--- src/assert_macros.svh ---
// assertion helpers used by the allocator rtl
`ifndef ASSERT_MACROS_SVH
`define ASSERT_MACROS_SVH

// antecedent implies consequent in the same cycle
`define ASSERT_IMPL(label, pre, post) \
    label: assert property (@(posedge aclk) disable iff (!aresetn) (pre) |-> (post)) \
        else $error("same-cycle implication failed");

// antecedent implies consequent in the next cycle
`define ASSERT_NEXT(label, pre, post) \
    label: assert property (@(posedge aclk) disable iff (!aresetn) (pre) |=> (post)) \
        else $error("next-cycle implication failed");

`endif

--- src/lfsa_pkg.sv ---
package lfsa_pkg;

    // slot pool and field widths
    localparam int NUM_SLOTS  = 1024;
    localparam int OWNER_W    = 10;
    localparam int SLOT_OUT_W = 10;
    localparam int ERR_W      = 2;

    // occupancy kept as rows of bits
    localparam int WORD_W    = 32;
    localparam int WBIT_W    = $clog2(WORD_W);
    localparam int NUM_WORDS = (NUM_SLOTS + WORD_W - 1) / WORD_W;
    localparam int WIDX_W    = (NUM_WORDS > 1) ? $clog2(NUM_WORDS) : 1;
    localparam int SLOTREF_W = WIDX_W + WBIT_W;
    localparam int OROW_W    = OWNER_W - WBIT_W;
    localparam int OWN_ROWS  = 2 ** OROW_W;
    localparam int NUM_OWNERS = 2 ** OWNER_W;

    // shared find-first-free unit
    localparam int FF_W  = (NUM_WORDS > WORD_W) ? NUM_WORDS : WORD_W;
    localparam int FF_IW = $clog2(FF_W);

    // stream word widths
    localparam int S_TDATA_W = 16;
    localparam int S_TUSER_W = 1;
    localparam int M_TDATA_W = 16;
    localparam int M_TUSER_W = 3;

    localparam logic OP_LEAVE  = 1'b0;
    localparam logic OP_ARRIVE = 1'b1;

    typedef enum logic [ERR_W-1:0] {
        ERR_OK,
        ERR_FULL,
        ERR_NOT_SEATED,
        ERR_SEATED
    } err_t;

    typedef enum logic [1:0] {
        ST_IDLE,
        ST_LOOKUP,
        ST_FIND,
        ST_FREE
    } state_t;

    typedef struct packed {
        logic             found;
        logic [FF_IW-1:0] idx;
    } ffz_res_t;

    // bits of an occupancy row that lie beyond the last slot read as busy
    function automatic logic [WORD_W-1:0] pad_mask(input logic [WIDX_W-1:0] w);
        logic [WORD_W-1:0] m;
        for (int b = 0; b < WORD_W; b++) begin
            m[b] = ((int'(w) * WORD_W + b) >= NUM_SLOTS);
        end
        return m;
    endfunction

endpackage

--- src/lfsa_ffz.sv ---
module lfsa_ffz (
    input  logic [lfsa_pkg::FF_W-1:0] busy_vec,
    output lfsa_pkg::ffz_res_t        res
);
    import lfsa_pkg::*;

    // lowest clear bit of the vector
    always_comb begin
        res.found = 1'b0;
        res.idx   = '0;
        for (int i = FF_W - 1; i >= 0; i--) begin
            if (!busy_vec[i]) begin
                res.found = 1'b1;
                res.idx   = FF_IW'(i);
            end
        end
    end

endmodule

--- config.mk ---
export PLATFORM = sky130hd
export DESIGN_NAME = lfsa_ffz
export DESIGN_NICKNAME = d
export VERILOG_FILES = /design/src/assert_macros.svh /design/src/lfsa_pkg.sv /design/src/lfsa_ffz.sv
export SDC_FILE = /design/constraint.sdc
export NUM_CORES = 1
export LEC_CHECK = 0
export ABC_AREA = 1
export CAP_MARGIN = 20
export CORE_AREA = 2 2 39 41
export DETAILED_ROUTE_END_ITERATION = 10
export DIE_AREA = 0 0 41 43
export DONT_BUFFER_PORTS = 1
export GPL_TIMING_DRIVEN = 0
export PLACE_DENSITY = 0.49
export SKIP_LAST_GASP = 1
export SLEW_MARGIN = 25
export SYNTH_ARGS = -nofsm -noshare
export SYNTH_HDL_FRONTEND = slang
export SYNTH_SLANG_ARGS = --single-unit
--- constraint.sdc ---
create_clock -name vclk -period 2
set_clock_uncertainty 0.1 [all_clocks]
set_input_delay 0.2 -clock vclk [all_inputs]
set_output_delay 0.2 -clock vclk [all_outputs]
set_load 0.01 [all_outputs]
# Yosys cells after proc, flatten, opt, wreduce, memory -nomap -nowiden

Index checks and enable logic that the tools add are counted.

Muxes and demuxes: 32

Operators by type and width:

| operator         | count |
|---|---|
| 6-bit 2-to-1 mux | 32 |

Input port bits: 32
Output and inout bits: 6
Word-level logic and storage cells: 32
Register bits after elaboration: 0

# Longest topological paths before layout

Gate-level depths: netlist of run 1.

Depth after elaboration: 32
Depth in mapped cells: 29
Depth with buffers taken out: 29

# Least setup slack after synthesis of run 1

OpenSTA, ideal clock, no wires.

Kind: input -> output
Start point: input busy_vec[31] in the netlist's numbering
End point: output res[0] in the netlist's numbering
Stages: 29
Data required time: 1.700 ns
Buffers on the path: 0
Setup slack: 0.178 ns
Data arrival time: 1.522 ns
Cell sequence: inv_1 nand2_1 nand2_1 nand2_1 nand2_1 nand2_1 nand2_1 nand2_1 nand2_1 nand2_1 nand2_1 nand2_1 nand2_1 nand2_1 nand2_1 nand2_1 nand2_1 nand2_1 nand2_1 nand2_1 nand2_1 nand2_1 nand2_1 nand2_1 nand2_1 nand2_1 nand2_1 nand2_1 a21oi_2

RTL lines:

| what        | RTL line      | RTL |
|---|---|---|
| from (decl) | lfsa_ffz.sv:2 | `input logic [lfsa_pkg::FF_W-1:0] busy_vec,` |
| to (decl)   | lfsa_ffz.sv:3 | `output lfsa_pkg::ffz_res_t res` |

==> metrics, run 1 <==
outcome completed; vias in the first global route 378; Worst Setup Start Kind input port; type of the tightest min-delay check in2out; placeable core region between 1000 and 1500 um2; Nets 112; instance count of the mapped netlist 78; Finished Layout Cells 94; num sequential 0; Inst Count DP 94; flip-flop and latch area 0 um2; RD Place Congestion around 0.60; global route total overflow 0; Port Buffers 0; initial cell density of the core roughly a quarter; hold bufs inserted after CTS 0; fraction of layout cells with a size suffix above 1 around 2.6%; final period utilization 98.3%; max-cap violation count 0; Total Routing Usage GR under 10%; f_max 509 MHz; initial detailed-routing violation count 2; sort of element at the end of the critical path primary output; die width 41 um; total number of vias around 470; post-layout power 0.0448 mW; vertical die dimension 43 um; YS warnings 0; Area growth, synth to finish 8.86%; # Post-CTS Setup Buffers 0; Max stage delay on crit path 0.17 ns; initial antenna violation count 0; pin count of the biggest net entering global routing 5; Crit path top cell by count sky130_fd_sc_hd__nand2_1; critical path's slowest cell sky130_fd_sc_hd__a21oi_4; Static Leak roughly 0.17 nW; number of pins with negative max-slew slack in the final report 0; length of the first detailed-routing pass in iterations 2; FILL cells 180; total power density per cell area 121 nW/um2; data required time at the worst endpoint 1.70 ns; Avg Inst Size Synth 4.35 um2; net count after synthesis 110; arrival time of data at the critical path endpoint 1.67 ns; final-report hold violation count 0; worst IR drop on VDD 27.4 uV; setup repair after global routing missed its margin yes; crit path kind in2out; residual DRC count 0; post-synthesis instance area 339 um2; Final setup violation count 0; global-route wire length before repair 1330 um; headroom to the max-slew limit between 70 and 80%; die area 1760 um2; portion of the post-synthesis area used by sequential elements 0%; total I/O pin count 38; per-cell via count in the routed design a little under 5; final HPWL from detailed placement 811 um; number of antenna-violating nets in the routed design 0; distinct cell type count after synthesis 13; final core utilization 26.7%; post-cts resize count 0; WL/cell 9.38 um; number of antenna diodes 0; Worst Hold Slack 0.387 ns; number of clock buffers in the layout 0; CP Max Fanout 3; wire length reported by the detailed router 882 um; FP Rows 14; actual slew at the worst max-slew pin 0.424 ns; final critical path time including I/O delays and setup 1.97 ns
stage by stage:
step / area (um2) / setup TNS, ns / worst slack, ns
after floorplan: 339 / 0 / 0.178
after global placement: 359 / 0 / 0.0477
after detailed placement: 359 / 0 / 0.0253
after CTS: 359 / 0 / 0.0165
after global routing: 369 / -0.376 / -0.376
final: 369 / 0 / 0.0347
synth_stat cells (all sizes together):
master | number | share of area [%]
nand2 | 43 | 48
nor2 | 12 | 13
inv | 5 | 5.5
nand3 | 4 | 5.9
nand4 | 4 | 7.4
a211oi | 2 | 4.4
a21oi | 2 | 4.1
a31oi | 2 | 3.7
a21boi | 1 | 2.2
o211ai | 1 | 2.2
o21a | 1 | 2.2
o21ai | 1 | 1.5
worst max-delay path, delay by kind of cell:
family,cells,cell delay (ns)
simple gates,27,1.28
buf+inv,1,0.03
compound gates,1,0.17
layout make-up:
type               instances  area, um2  area share [%]
multi-input cells         73        330            89.5
well taps                 16       20.0            5.42
inverters                  5       18.8            5.08
path summary, 6_finish.rpt:
path	startpoint	to	slack, ns	depth (start not counted)
max	busy_vec[31]	res[0]	0.03	29
min	busy_vec[2]	res[1]	0.39	1
routing by layer:
layer,GRT usage (%),vias to the layer above,part of all wire [%]
li1,-,257,-
met1,14.6,183,42
met2,16.6,26,44
met3,0.524,0,14
met4,0,0,0
met5,0,-,0
placed cells by master (no fill, tap or decap), drive strengths merged:
master | netlist | layout
nor2 | 12 | 12
a211oi | 2 | 2
o21ai | 1 | 1
o211ai | 1 | 1
nand2 | 43 | 43
a21oi | 2 | 2
a21boi | 1 | 1
o21a | 1 | 1
inv | 5 | 5
nand3 | 4 | 4
a31oi | 2 | 2
nand4 | 4 | 4
report_power, final:
group | total (mW) | switching, mW | internal [mW] | leakage [nW]
logic | 0.0448 | 0.0254 | 0.0194 | 0.169
registers | 0 | 0 | 0 | 0
clock network | 0 | 0 | 0 | 0
total | 0.0448 | 0.0254 | 0.0194 | 0.169
logic make-up after synthesis:
group | count (synthesis) | synth area share [%]
simple gates | 63 | 74.2
compound gates | 10 | 20.3
buf+inv | 5 | 5.54
(Power assumes the default switching activity.)
==> run 2, diff against run 1 <==
--- a/config.mk
+++ b/config.mk
@@ -7,12 +7,14 @@
 export LEC_CHECK = 0
 export ABC_AREA = 1
 export CAP_MARGIN = 20
-export CORE_AREA = 2 2 39 41
+export CELL_PAD_IN_SITES_DETAIL_PLACEMENT = 1
+export CELL_PAD_IN_SITES_GLOBAL_PLACEMENT = 2
+export CORE_MARGIN = 1.5
+export CORE_UTILIZATION = 25
 export DETAILED_ROUTE_END_ITERATION = 10
-export DIE_AREA = 0 0 41 43
 export DONT_BUFFER_PORTS = 1
 export GPL_TIMING_DRIVEN = 0
-export PLACE_DENSITY = 0.49
+export PLACE_DENSITY = 0.94
 export SKIP_LAST_GASP = 1
 export SLEW_MARGIN = 25
 export SYNTH_ARGS = -nofsm -noshare
==> metrics, run 2 (same netlist as run 1, synthesis figures left out) <==
outcome completed; total power density per cell area 118 nW/um2 (-2.9%); Area growth, synth to finish 5.54%; hold bufs inserted after CTS 0 (unchanged); final critical path time including I/O delays and setup 1.94 ns (-0.0234 ns); Inst Count DP 93 (-1.1%); num sequential 0 (unchanged); Crit path top cell by count sky130_fd_sc_hd__nand2_1; placed cell areas 358 um2 (-0.35%); final period utilization 97.1% (-1.2 points); vertical die dimension 39.8 um (-7.4%); Static Leak 0.167 nW (-1.0%); Final setup violation count 0 (unchanged); Finished Layout Cells 93 (-1.1%); per-cell via count in the routed design 5.17 (+4.3%); initial cell density of the core 26.4% (+1.9 points); arrival time of data at the critical path endpoint 1.64 ns (-0.03 ns); pin count of the biggest net entering global routing 5 (unchanged); WL/cell 9.88 um (+5.3%); sort of element at the end of the critical path primary output; Worst setup endpoint res[0]; post-cts resize count 0 (unchanged); Worst Setup Start Kind input port; kind of cell adding the most delay to the critical path simple AND/OR/NAND/NOR gates; data required time at the worst endpoint 1.70 ns (about the same); headroom to the max-slew limit 71.0% (-0.60 points); initial detailed-routing violation count 6 (+4); wire length reported by the detailed router 919 um (+4.2%); vias in the first global route 400 (+5.8%); f_max 515 MHz (+1.2%); Max stage delay on crit path 0.17 ns (about the same); FP Rows 13 (-1); final core utilization 27.8% (+1.2 points); number of clock buffers in the layout 0 (unchanged); crit path kind in2out; actual slew at the worst max-slew pin 0.433 ns (+0.00887 ns); final-report hold violation count 0 (unchanged); setup repair after global routing missed its margin yes; fraction of layout cells with a size suffix above 1 1.28% (-1.3 points); die area 1590 um2 (-10%); CP startpoint busy_vec[31]; most common library cell in the layout ignoring fill and taps sky130_fd_sc_hd__nand2_1; worst IR drop on VDD 30.9 uV (+13%); Nets 112 (unchanged); total number of vias 481 (+3.2%); post-layout power 0.0422 mW (-5.8%); stages on the worst setup path 29 (unchanged); CP Max Fanout 3 (unchanged); die width 39.8 um (-2.9%); final HPWL from detailed placement 863 um (+6.3%); critical path's slowest cell sky130_fd_sc_hd__a21oi_2; type of the tightest min-delay check in2out; number of antenna-violating nets in the routed design 0 (unchanged); number of antenna diodes 0 (unchanged); placeable core region 1280 um2 (-7.1%); Worst Path Buf+Inv 1 (unchanged); RD Place Congestion 0.569 (-4.8%); number of pins with negative max-slew slack in the final report 0 (unchanged); max-cap violation count 0 (unchanged); Port Buffers 0 (unchanged); initial antenna violation count 0 (unchanged); most frequent cells in the layout sky130_fd_sc_hd__nand2_1 (43), sky130_fd_sc_hd__nor2_1 (12), sky130_fd_sc_hd__inv_1 (5), sky130_fd_sc_hd__nand4_1 (4), sky130_fd_sc_hd__nand3_1 (4); # Post-CTS Setup Buffers 0 (unchanged); global-route wire length before repair 1370 um (+3.2%); global route total overflow 0 (unchanged); area of all placed cells without fillers 358 um2 (-3.1%); Total Routing Usage GR 11.6% (+1.6 points); total I/O pin count 38 (unchanged); length of the first detailed-routing pass in iterations 4 (+2); flip-flop and latch area 0 um2 (unchanged); residual DRC count 0 (unchanged)
==> run 2: report_power, final <==
part           total [mW]  switching [mW]  internal [mW]
Sequential              0               0              0
Clock                   0               0              0
Combinational      0.0422          0.0238         0.0184
Total              0.0422          0.0238         0.0184
==> run 2: stage by stage <==
step                setup TNS (ns)  setup WS [ns]  hold slack, ns
finish                           0         0.0581           0.386
global route                -0.318         -0.318           0.398
CTS                              0         0.0293           0.390
detailed placement               0         0.0357           0.390
global placement                 0         0.0637           0.386
floorplan                        0          0.178           0.382
==> run 2: worst min path at each step <==
stage	start	slack, ns	end	cells past startpoint
2_1_floorplan	busy_vec[2]	0.38	res[1]	1
3_5_place_dp	busy_vec[2]	0.39	res[1]	1
4_1_cts	busy_vec[2]	0.39	res[1]	1
6_report	busy_vec[2]	0.39	res[1]	1
3_3_place_gp	busy_vec[2]	0.39	res[1]	1
5_1_grt	busy_vec[2]	0.40	res[1]	1
==> run 2: per-layer routing <==
| layer | track usage, % | share of wire [%] | wire length, um |
|---|---|---|---|
| met5 | 0 | 0 | 0 |
| met4 | 0 | 0 | 0 |
| met3 | 1.14 | 5.5 | 51 |
| met2 | 22.5 | 53 | 488 |
| met1 | 14.1 | 41 | 378 |
==> run 2: final cells by class <==
type | count | area [um2]
Inverter | 5 | 18.8
Multi-Input combinational cell | 73 | 320
Tap cell | 15 | 18.8
Fill cell | 193 | 927
