[src/assert_macros.svh]
// assertion helpers used by the allocator rtl
`ifndef ASSERT_MACROS_SVH
`define ASSERT_MACROS_SVH

// antecedent implies consequent in the same cycle
`define ASSERT_IMPL(label, pre, post) \
    label: assert property (@(posedge aclk) disable iff (!aresetn) (pre) |-> (post)) \
        else $error("same-cycle implication failed");

// antecedent implies consequent in the next cycle
`define ASSERT_NEXT(label, pre, post) \
    label: assert property (@(posedge aclk) disable iff (!aresetn) (pre) |=> (post)) \
        else $error("next-cycle implication failed");

`endif

[src/lfsa_ram.sv]
module lfsa_ram #(
    parameter int WIDTH = 8,
    parameter int DEPTH = 32
) (
    input  logic                     aclk,
    input  logic                     we,
    input  logic [$clog2(DEPTH)-1:0] waddr,
    input  logic [WIDTH-1:0]         wdata,
    input  logic                     re,
    input  logic [$clog2(DEPTH)-1:0] raddr,
    output logic [WIDTH-1:0]         rdata
);

    logic [WIDTH-1:0] mem_reg [DEPTH];
    logic [WIDTH-1:0] rdata_reg;

    // write port
    always_ff @(posedge aclk) begin
        if (we) begin
            mem_reg[waddr] <= wdata;
        end
    end

    // registered read, held while not enabled
    always_ff @(posedge aclk) begin
        if (re) begin
            rdata_reg <= mem_reg[raddr];
        end
    end

    assign rdata = rdata_reg;

endmodule

[config.mk]
export PLATFORM = sky130hd
export DESIGN_NAME = lfsa_ram
export DESIGN_NICKNAME = d
export VERILOG_FILES = /design/src/assert_macros.svh /design/src/lfsa_ram.sv
export SDC_FILE = /design/constraint.sdc
export NUM_CORES = 1
export LEC_CHECK = 0
export BUFFER_PORTS_ARGS = -buffer_cell sky130_fd_sc_hd__buf_2
export CORE_ASPECT_RATIO = 0.7
export CORE_MARGIN = 10
export CORE_UTILIZATION = 66
export DETAILED_ROUTE_END_ITERATION = 8
export GPL_ROUTABILITY_DRIVEN = 0
export PLACE_DENSITY = 0.93
export SYNTH_ARGS = -nofsm -noshare
export SYNTH_HDL_FRONTEND = slang
export SYNTH_SLANG_ARGS = --single-unit
[constraint.sdc]
create_clock -name aclk -period 5 [get_ports aclk]
set_input_delay 1.5 -clock aclk [delete_from_list [all_inputs] [get_ports aclk]]
set_output_delay 1.5 -clock aclk [all_outputs]
set_load 0.01 [all_outputs]
# Word level (Yosys, flattened, before mapping)
# Memory sizes are Yosys's and may differ from the RTL's. A register that Yosys moved wholly into a read port is not among the register bits.
# Cells that the tools add are included.
# totals
in_bits	21
out_inout_bits	8
wordCells	3
memories	1
ram_bits	256
regBits	0
# mem_list
memory	words	word_bits	rd	rd_ports_with_merged_regs	write_ports	line	source
mem_reg	32	8	1	1	1	lfsa_ram.sv:14	logic [WIDTH-1:0] mem_reg [DEPTH];
# classes
mux	2
# op_table
operator	count
1-bit 2-to-1 mux	2

# Longest topological paths before layout
# Gate-level depths: netlist of the first run.
# depth
ltp_word	2
ltp_mapped	5
depth_no_buf	3

# Worst setup path after synthesis of the first run
# OpenSTA, ideal clock, no wires.
# synth_path
kind	input-to-reg
startpoint	in raddr[2]
endpoint	reg rdata_reg[0] (netlist: rdata[0]) (read register of mem_reg) (data pin)
setup_ns	0.260
required_ns	4.740
n_path_buf	2
stages	5
arrival_time_ns	3.182
setup_slack_ns	1.558
path_cell_list	clkbuf_1 > clkbuf_1 > mux4_2 > mux4_2 > mux2_2
# synth_lines
element	line	source
from (decl)	lfsa_ram.sv:10	input logic [$clog2(DEPTH)-1:0] raddr,
to (decl)	lfsa_ram.sv:15	logic [WIDTH-1:0] rdata_reg;

==> impl_metrics.sql, run 1 <==
INSERT INTO impl_metrics (metric_group, metric, value, unit) VALUES
('finish', 'num-fill-cells', '747', ''),
('min_path', 'hold_path.class', 'reg2reg', ''),
('sta', 'min_period', '3.49', 'ns'),
('finish', 'seq_area', '7930', 'um2'),
('finish', 'layout.nets', '476', ''),
('sta', 'timing.final.setup_violations', '0', ''),
('sta', 'fmax', '286', 'MHz'),
('min_path', 'hold-path-cell-count', '3', ''),
('sta', 'slew_violations', '0', ''),
('cts', 'cts-root-buf', 'clkbuf_16', ''),
('setup_path', 'worst_ep_required_time', '5.26', 'ns'),
('cts', 'post_cts.repair.setup_buffers', '0', ''),
('drt', 'drt_iter0_markers', '811', ''),
('sta', 'slew_headroom', '40.3', '%'),
('yosys', 'syn-cell-area', '10100', 'um2'),
('grt', 'grt_antenna_before_repair', '0', ''),
('power_and_ir_drop', 'vdd.ir_drop.worst', '0.420', 'mV'),
('setup_path', 'critical_path_class', 'in2reg', ''),
('power_and_ir_drop', 'total_power', '4.54', 'mW'),
('sta', 'fin_ws', '1.51', 'ns'),
('yosys', 'seq_area_frac_synth', '78.2', '%'),
('setup_path', 'critPathLaunchType', 'input pin', ''),
('drt', 'wl_met2', '10200', 'um'),
('cts', 'clock_tree.buffer_depth', '3', ''),
('setup_path', 'worstReg2RegStart', 'mem_reg[10][5]', ''),
('floorplanning', 'floorplan.die.height', '124', 'um'),
('cts', 'htreeDepth', '1', ''),
('finish', 'post_route_cells_drive_above_1_share', '32.8', '%'),
('drt', 'drt_pre_antenna_iters', '5', ''),
('grt', 'grt_max_degree', '33', ''),
('setup_path', 'timing.critical_path.arrival', '3.75', 'ns'),
('setup_path', 'worst_r2r_path_depth', '3', ''),
('finish', 'footprint_of_the_multi_input_gates', '2100', 'um2'),
('drt', 'route.detailed.vias_per_inst', '6.95', ''),
('sta', 'clock_tree_skew_after_final_layout', '0.0158', 'ns'),
('grt', 'global_route_wire_length_before_repair', '32200', 'um'),
('drt', 'route.met3.wl', '2890', 'um'),
('min_path', 'min_from', 'mem_reg[31][2]', ''),
('floorplanning', 'die_w', '168', 'um'),
('cts', 'post_cts_resize_count', '0', ''),
('cts', 'hold_buffers', '0', ''),
('yosys', 'total_of_warnings_raised_by_yosys', '0', ''),
('cts', 'numCtsBuffers', '24', ''),
('floorplanning', 'pin_count', '29', ''),
('place', 'preCtsSetupSlack', '0.987', 'ns'),
('finish', 'largest_reg_flops', '256', ''),
('drt', 'vias', '4624', ''),
('grt', 'grtUsageTotal', '21.4', '%'),
('yosys', 'netlist.top_cell.by_area', 'edfxtp_1', ''),
('flow_run', 'max_cap_violations', '0', ''),
('cts', 'insertion_delay', '0.52', 'ns'),
('power_and_ir_drop', 'p_leak', '3.49', 'nW'),
('sta', 'timing_worst_slew_pin_value', '0.893', 'ns'),
('drt', 'drt.antenna.violating_nets', '0', ''),
('finish', 'area.growth.synth_to_final', '10.9', '%'),
('drt', 'detail_route.wirelength', '21900', 'um'),
('yosys', 'yosys.cell_types.count', '14', ''),
('yosys', 'post-synth-top-area-fraction', '78.2', '%'),
('floorplanning', 'row_count', '37', ''),
('sta', 'hold_viol', '0', ''),
('finish', 'finalNonFillerCells', '665', ''),
('drt', 'routed.top_layer', 'met4', ''),
('finish', 'number_of_antenna_cells_inserted', '0', ''),
('sta', 'setup-tns-final', '0', 'ns'),
('power_and_ir_drop', 'cellPowerDensity', '404', 'nW/um2'),
('floorplanning', 'floorplan.initialDensity', '68.2', '%'),
('setup_path', 'crit-reg2reg-capture', 'rdata[5]', ''),
('sta', 'grt_setup_unrepaired', 'false', ''),
('cts', 'clk_pin_slew', '0.06', 'ns'),
('status', 'outcome', 'completed', ''),
('cts', 'tritoncts', 'done', '');
-- metrics by stage --
step | utilization [%] | instance area, um2 | hold slack, ns
global route | 75.6 | 11200 | 1.01
global placement | 70.4 | 10500 | 0.958
detailed placement | 70.4 | 10500 | 0.963
finish | 75.6 | 11200 | 0.988
CTS | 75.6 | 11200 | 0.981
floorplan | - | 10100 | 0.941
-- worst max-delay path by stage --
| stage | cells past startpoint | to | start | slack, ns |
|---|---|---|---|---|
| after floorplan | 5 | rdata[0] | raddr[2] | 1.56 |
| after global placement | 5 | rdata[5] | raddr[0] | 1.04 |
| after detailed placement | 5 | rdata[6] | raddr[0] | 0.99 |
| after CTS | 5 | rdata[5] | raddr[0] | 1.49 |
| after global routing | 5 | rdata[5] | raddr[0] | 1.39 |
| final | 5 | rdata[5] | raddr[0] | 1.51 |
-- cells in the final DEF (no fill, tap or decap), drive strengths merged --
cell type,synthesis,layout
or3b,3,3
nand3b,5,5
nand2,1,1
mux2,8,8
nand3,2,2
or3,1,1
bufinv,0,3
nor2,33,33
clkinv,0,10
edfxtp,264,264
buf,14,32
mux4,80,80
clkbuf,6,28
-- synthesized netlist by cell type (all sizes together) --
master and n:
or3b 3, nand2 1, edfxtp 264, mux4 80, clkbuf 6, mux2 8, nand3b 5, buf 14
nand3 2, nor2 33, or3 1
-- routing by layer --
layer / vias up / global-route usage (%)
met2: 329 / 32.7
met5: - / 0
met3: 27 / 6.92
met4: 0 / 4.28
li1: 1858 / -
met1: 2410 / 30.3
-- power by group --
part           internal [mW]  switching (mW)  total [mW]
registers               2.47          0.0145        2.48
logic                 0.0978           0.137       0.235
clock network           1.06           0.761        1.82
-- logic make-up (layout without fill, tap and decap cells) --
| logic type | Yosys count | count (layout) | synth area share (%) |
|---|---|---|---|
| buffers and inverters | 20 | 73 | 1.05 |
| DFF | 264 | 264 | 78.2 |
| muxes | 88 | 88 | 18.7 |
| and+or+nand+nor | 45 | 45 | 2.05 |
-- final cells by class --
type / instances / area share (%)
Multi-Input combinational cell: 133 / 18.7
Clock inverter: 13 / 1.20
Sequential cell: 264 / 70.5
Clock buffer: 28 / 5.67
Timing Repair Buffer: 32 / 1.76
Tap cell: 195 / 2.17
-- critical path, cell delays in order --
cell,delay (ns)
buf_4,0.44
buf_4,0.40
mux4_2,0.55
mux4_2,0.53
mux2_2,0.29
Power figures use the tool's default switching activity.
==> run 2: changes to the inputs <==
--- a/config.mk
+++ b/config.mk
@@ -8,10 +8,10 @@
 export BUFFER_PORTS_ARGS = -buffer_cell sky130_fd_sc_hd__buf_2
 export CORE_ASPECT_RATIO = 0.7
 export CORE_MARGIN = 10
-export CORE_UTILIZATION = 66
+export CORE_UTILIZATION = 61
 export DETAILED_ROUTE_END_ITERATION = 8
 export GPL_ROUTABILITY_DRIVEN = 0
-export PLACE_DENSITY = 0.93
+export PLACE_DENSITY = 0.87
 export SYNTH_ARGS = -nofsm -noshare
 export SYNTH_HDL_FRONTEND = slang
 export SYNTH_SLANG_ARGS = --single-unit
==> constraint.sdc (replaced) <==
create_clock -name aclk -period 3.25 [get_ports aclk]
set_input_delay 0.975 -clock aclk [delete_from_list [all_inputs] [get_ports aclk]]
set_output_delay 0.975 -clock aclk [all_outputs]
set_load 0.01 [all_outputs]
==> impl_metrics.sql, run 2 (synthesized netlist as in run 1, its figures left out) <==
INSERT INTO impl_metrics (metric_group, metric, value, unit) VALUES
('status', 'outcome', 'completed', ''),
('drt', 'detail_route.wirelength', '21800', 'um'),
('power_and_ir_drop', 'p_leak', '3.69', 'nW'),
('setup_path', 'worst_ep_required_time', '3.50', 'ns'),
('cts', 'post_cts.repair.setup_buffers', '0', ''),
('grt', 'globalRoute.totalOverflow', '0', ''),
('finish', 'post_route_cells_drive_above_1_share', '37.5', '%'),
('cts', 'numCtsBuffers', '24', ''),
('sta', 'fmax', '383', 'MHz'),
('sta', 'fin_ws', '0.639', 'ns'),
('finish', 'num-fill-cells', '967', ''),
('setup_path', 'timing.critical_path.arrival', '2.86', 'ns'),
('finish', 'layout.nets', '515', ''),
('cts', 'insertion_delay', '0.52', 'ns'),
('sta', 'hold_viol', '0', ''),
('finish', 'seq_area', '7930', 'um2'),
('place', 'placed_cells_incl_taps', '693', ''),
('place', 'postPlaceCellArea', '10800', 'um2'),
('grt', 'grt_max_degree', '41', ''),
('place', 'preCtsSetupSlack', '0.120', 'ns'),
('cts', 'cts-root-buf', 'clkbuf_16', ''),
('finish', 'layout.cell_area.non_filler', '11600', 'um2'),
('flow_run', 'max_cap_violations', '0', ''),
('cts', 'post_cts_resize_count', '0', ''),
('place', 'portBuffers', '28', ''),
('cts', 'tritoncts', 'done', ''),
('power_and_ir_drop', 'total_power', '6.79', 'mW'),
('setup_path', 'critPathLaunchType', 'input pin', ''),
('floorplanning', 'pin_count', '29', ''),
('sta', 'setup-tns-final', '0', 'ns'),
('finish', 'largest_reg_flops', '256', ''),
('drt', 'drt.antenna.violating_nets', '0', ''),
('drt', 'drt_pre_antenna_iters', '8', ''),
('sta', 'timing.final.setup_violations', '0', ''),
('grt', 'grtUsageTotal', '20.0', '%'),
('finish', 'number_of_antenna_cells_inserted', '0', ''),
('finish', 'layout.cells.most_common', 'edfxtp_1', ''),
('setup_path', 'critical_path_class', 'in2reg', ''),
('drt', 'route.detailed.vias_per_inst', '6.50', ''),
('sta', 'final.period_utilization', '80.3', '%'),
('grt', 'grt_antenna_before_repair', '0', ''),
('finish', 'finalNonFillerCells', '734', ''),
('sta', 'clock_tree_skew_after_final_layout', '0.0244', 'ns'),
('sta', 'slew_violations', '0', ''),
('power_and_ir_drop', 'vdd.ir_drop.worst', '0.461', 'mV'),
('grt', 'global_route_wire_length_before_repair', '32900', 'um'),
('cts', 'clk_pin_slew', '0.06', 'ns'),
('drt', 'vias', '4771', ''),
('sta', 'grt_setup_unrepaired', 'false', ''),
('place', 'dpl.hpwl', '13800', 'um'),
('drt', 'drt_iter0_markers', '599', ''),
('finish', 'footprint_of_the_multi_input_gates', '2100', 'um2'),
('floorplanning', 'die_area', '22200', 'um2'),
('sta', 'holdWs', '0.850', 'ns'),
('sta', 'slew_headroom', '35.8', '%'),
('floorplanning', 'row_count', '39', ''),
('cts', 'hold_buffers', '0', ''),
('finish', 'postLayoutCoreUtil', '70.9', '%'),
('drt', 'drt_drc_violations_left', '0', ''),
('drt', 'detail_route.wl_per_cell', '29.7', 'um'),
('setup_path', 'critPathCaptureType', 'register', ''),
('setup_path', 'worst-path-max-fanout', '12', ''),
('min_path', 'hold_path.class', 'in2reg', ''),
('floorplanning', 'floorplan.initialDensity', '62.2', '%'),
('sta', 'timing_worst_slew_pin_value', '0.960', 'ns'),
('grt', 'first_global_vias', '5003', ''),
('cts', 'clock_tree.buffer_depth', '3', ''),
('sta', 'min_period', '2.61', 'ns'),
('cts', 'cts_num_sinks', '264', ''),
('floorplanning', 'die_w', '174', 'um'),
('floorplanning', 'core_region_area', '16300', 'um2'),
('finish', 'layout.cells.most_common_list', 'edfxtp_1, mux4_2, buf_4', ''),
('cts', 'htreeDepth', '1', ''),
('floorplanning', 'floorplan.die.height', '128', 'um'),
('power_and_ir_drop', 'cellPowerDensity', '588', 'nW/um2'),
('finish', 'area.growth.synth_to_final', '14.0', '%');
[run 2: cell type report]
| type | instances | area share (%) |
|---|---|---|
| tap | 225 | 2.44 |
| multi-input combinational | 133 | 18.2 |
| timing repair buffer | 71 | 4.57 |
| clock inverter | 9 | 0.552 |
| clock buffer | 32 | 5.64 |
| sequential | 264 | 68.6 |
[run 2: worst paths after layout]
kind | start | endpoint | slack, ns | cells after the start
worst max-delay path | raddr[0] | rdata[6] | 0.64 | 5
worst min-delay path | re | rdata[3] | 0.85 | 1
worst max register to register | mem_reg[21][7] | rdata[7] | 1.27 | 3
worst min register to register | mem_reg[8][4] | rdata[4] | 0.99 | 3
[run 2: critical path, cell delays in order]
cell and delay (ns):
buf_4 0.28, buf_4 0.26, mux4_2 0.53, mux4_2 0.52, mux2_2 0.29
[run 2: power by group]
group	internal [mW]	total, mW	switching [mW]
registers	3.80	3.81	0.0148
logic	0.163	0.363	0.199
clock network	1.48	2.61	1.13
total	5.44	6.79	1.35
[run 2: layer usage]
metal / part of all wire [%] / track usage (%) / routed length (um) / up-vias
li1: - / - / - / 1933
met2: 48 / 31.8 / 10500 / 266
met5: 0 / 0 / 0 / -
met3: 9.1 / 4.74 / 1970 / 35
met4: 1.8 / 4.26 / 387 / 0
met1: 41 / 28.1 / 8890 / 2537
==> run 3: changes to the inputs <==
--- a/config.mk
+++ b/config.mk
@@ -8,10 +8,10 @@
 export BUFFER_PORTS_ARGS = -buffer_cell sky130_fd_sc_hd__buf_2
 export CORE_ASPECT_RATIO = 0.7
 export CORE_MARGIN = 10
-export CORE_UTILIZATION = 61
+export CORE_UTILIZATION = 55
 export DETAILED_ROUTE_END_ITERATION = 8
 export GPL_ROUTABILITY_DRIVEN = 0
-export PLACE_DENSITY = 0.87
+export PLACE_DENSITY = 0.84
 export SYNTH_ARGS = -nofsm -noshare
 export SYNTH_HDL_FRONTEND = slang
 export SYNTH_SLANG_ARGS = --single-unit
==> constraint.sdc (replaced) <==
create_clock -name aclk -period 2.4 [get_ports aclk]
set_input_delay 0.72 -clock aclk [delete_from_list [all_inputs] [get_ports aclk]]
set_output_delay 0.72 -clock aclk [all_outputs]
set_load 0.01 [all_outputs]
==> impl_metrics.sql, run 3 (synthesized netlist as in run 1, its figures left out) <==
INSERT INTO impl_metrics (metric_group, metric, value, unit) VALUES
('status', 'outcome', 'completed', ''),
('floorplanning', 'row_count', '41', ''),
('cts', 'cts_num_sinks', '264', ''),
('floorplanning', 'floorplan.initialDensity', '56.1', '%'),
('sta', 'holdWs', '0.577', 'ns'),
('sta', 'timing_worst_slew_pin_value', '0.701', 'ns'),
('finish', 'layout.nets', '515', ''),
('grt', 'grt_max_degree', '38', ''),
('sta', 'setup-tns-final', '0', 'ns'),
('setup_path', 'critPathLaunchType', 'input pin', ''),
('drt', 'drt.antenna.violating_nets', '0', ''),
('setup_path', 'crit_top_cell', 'mux4_2', ''),
('finish', 'layout.cell_area.non_filler', '11600', 'um2'),
('place', 'dpl.hpwl', '13800', 'um'),
('cts', 'clk_pin_slew', '0.07', 'ns'),
('grt', 'grtUsageTotal', '17.8', '%'),
('cts', 'clock_tree.buffer_depth', '3', ''),
('setup_path', 'timing.critical_path.arrival', '2.52', 'ns'),
('cts', 'cts-root-buf', 'clkbuf_16', ''),
('finish', 'area.growth.synth_to_final', '14.0', '%'),
('drt', 'vias', '4785', ''),
('sta', 'grt_setup_unrepaired', 'false', ''),
('place', 'placed_cells_incl_taps', '704', ''),
('finish', 'num-fill-cells', '1142', ''),
('floorplanning', 'core_region_area', '18100', 'um2'),
('sta', 'slew_headroom', '53.3', '%'),
('sta', 'timing.final.setup_violations', '0', ''),
('cts', 'post_cts.repair.setup_buffers', '0', ''),
('cts', 'post_cts_resize_count', '0', ''),
('setup_path', 'critPathSlowestCell', 'mux4_2', ''),
('cts', 'hold_buffers', '0', ''),
('finish', 'largest_reg_flops', '256', ''),
('setup_path', 'worst_ep_required_time', '2.66', 'ns'),
('drt', 'detail_route.wirelength', '21700', 'um'),
('cts', 'numCtsBuffers', '24', ''),
('sta', 'hold_viol', '0', ''),
('grt', 'grt_antenna_before_repair', '1', ''),
('floorplanning', 'die_w', '182', 'um'),
('finish', 'layout.cells.most_common', 'edfxtp_1', ''),
('place', 'postPlaceCellArea', '10900', 'um2'),
('finish', 'finalNonFillerCells', '745', ''),
('cts', 'tritoncts', 'done', ''),
('sta', 'clock_tree_skew_after_final_layout', '0.0163', 'ns'),
('sta', 'fmax', '442', 'MHz'),
('place', 'portBuffers', '28', ''),
('grt', 'globalRoute.totalOverflow', '0', ''),
('sta', 'min_period', '2.26', 'ns'),
('grt', 'global_route_wire_length_before_repair', '32600', 'um'),
('finish', 'post_route_cells_drive_above_1_share', '37.6', '%'),
('setup_path', 'critical_path_class', 'in2reg', ''),
('sta', 'final.period_utilization', '94.3', '%'),
('finish', 'layout.cells.most_common_list', 'edfxtp_1, mux4_2, buf_4', ''),
('drt', 'detail_route.wl_per_cell', '29.1', 'um'),
('drt', 'drt_pre_antenna_iters', '5', ''),
('flow_run', 'max_cap_violations', '0', ''),
('floorplanning', 'floorplan.die.height', '134', 'um'),
('power_and_ir_drop', 'cellPowerDensity', '790', 'nW/um2'),
('power_and_ir_drop', 'p_leak', '3.68', 'nW'),
('min_path', 'hold-path-cell-count', '1', ''),
('drt', 'drt_iter0_markers', '626', ''),
('floorplanning', 'pin_count', '29', ''),
('cts', 'insertion_delay', '0.52', 'ns'),
('min_path', 'hold_path.class', 'in2reg', ''),
('setup_path', 'worst_r2r_path_depth', '3', ''),
('setup_path', 'worst-path-max-fanout', '20', ''),
('drt', 'route.detailed.vias_per_inst', '6.42', ''),
('floorplanning', 'die_area', '24300', 'um2'),
('sta', 'slew_violations', '0', ''),
('setup_path', 'worst_path_largest_cell_delay', '0.57', 'ns'),
('grt', 'first_global_vias', '4922', ''),
('setup_path', 'critPathCaptureType', 'register', ''),
('power_and_ir_drop', 'vdd.ir_drop.worst', '0.473', 'mV'),
('drt', 'drt_drc_violations_left', '0', ''),
('setup_path', 'critical_path.cell_chain', 'buf_4, buf_12, mux4_2, mux4_2, mux2_2', ''),
('setup_path', 'reg2reg_setup_slack', '0.42', 'ns'),
('cts', 'htreeDepth', '1', '');
[run 3: worst paths after layout]
check,startpoint,to
setup / recovery,raddr[0],rdata[0]
hold / removal,re,rdata[3]
setup reg to reg,mem_reg[27][0],rdata[0]
hold reg to reg,mem_reg[31][2],rdata[2]
[run 3: final cells by class]
class	instances	area, um2	area share, %
clock inverter	11	46.3	0.401
clock buffer	29	641	5.55
timing repair buffer	71	541	4.68
tap	236	295	2.56
sequential	264	7930	68.6
antenna	1	2.50	0.0217
multi-input combinational	133	2100	18.2
[run 3: power breakdown]
part	internal [mW]	total [mW]	switching (mW)	leakage, nW
clock	1.88	3.45	1.57	0.339
combinational	0.225	0.507	0.282	0.960
sequential	5.15	5.17	0.0255	2.38
total	7.25	9.13	1.88	3.68
[run 3: metal layers]
metal / track usage (%) / vias to the layer above / share of wire (%)
met1: 26.4 / 2529 / 42
met4: 4.42 / 2 / 2.2
met5: 0 / - / 0.055
li1: - / 1933 / -
met2: 25.5 / 283 / 45
met3: 5.17 / 38 / 11
[run 3: stage by stage]
step | util, % | power [mW] | worst slack, ns
global route | 64.0 | 9.39 | 0.104
finish | 64.0 | 9.13 | 0.138
detailed placement | 60.2 | 5.78 | -0.377
global placement | 60.2 | 5.75 | -0.356
CTS | 64.0 | 9.16 | 0.147
floorplan | - | 5.56 | -0.0564
[run 3: worst max-delay path: cells and delay by family]
family / cells / cell delay [ns]
buffers and inverters: 2 / 0.38
multiplexers: 3 / 1.39
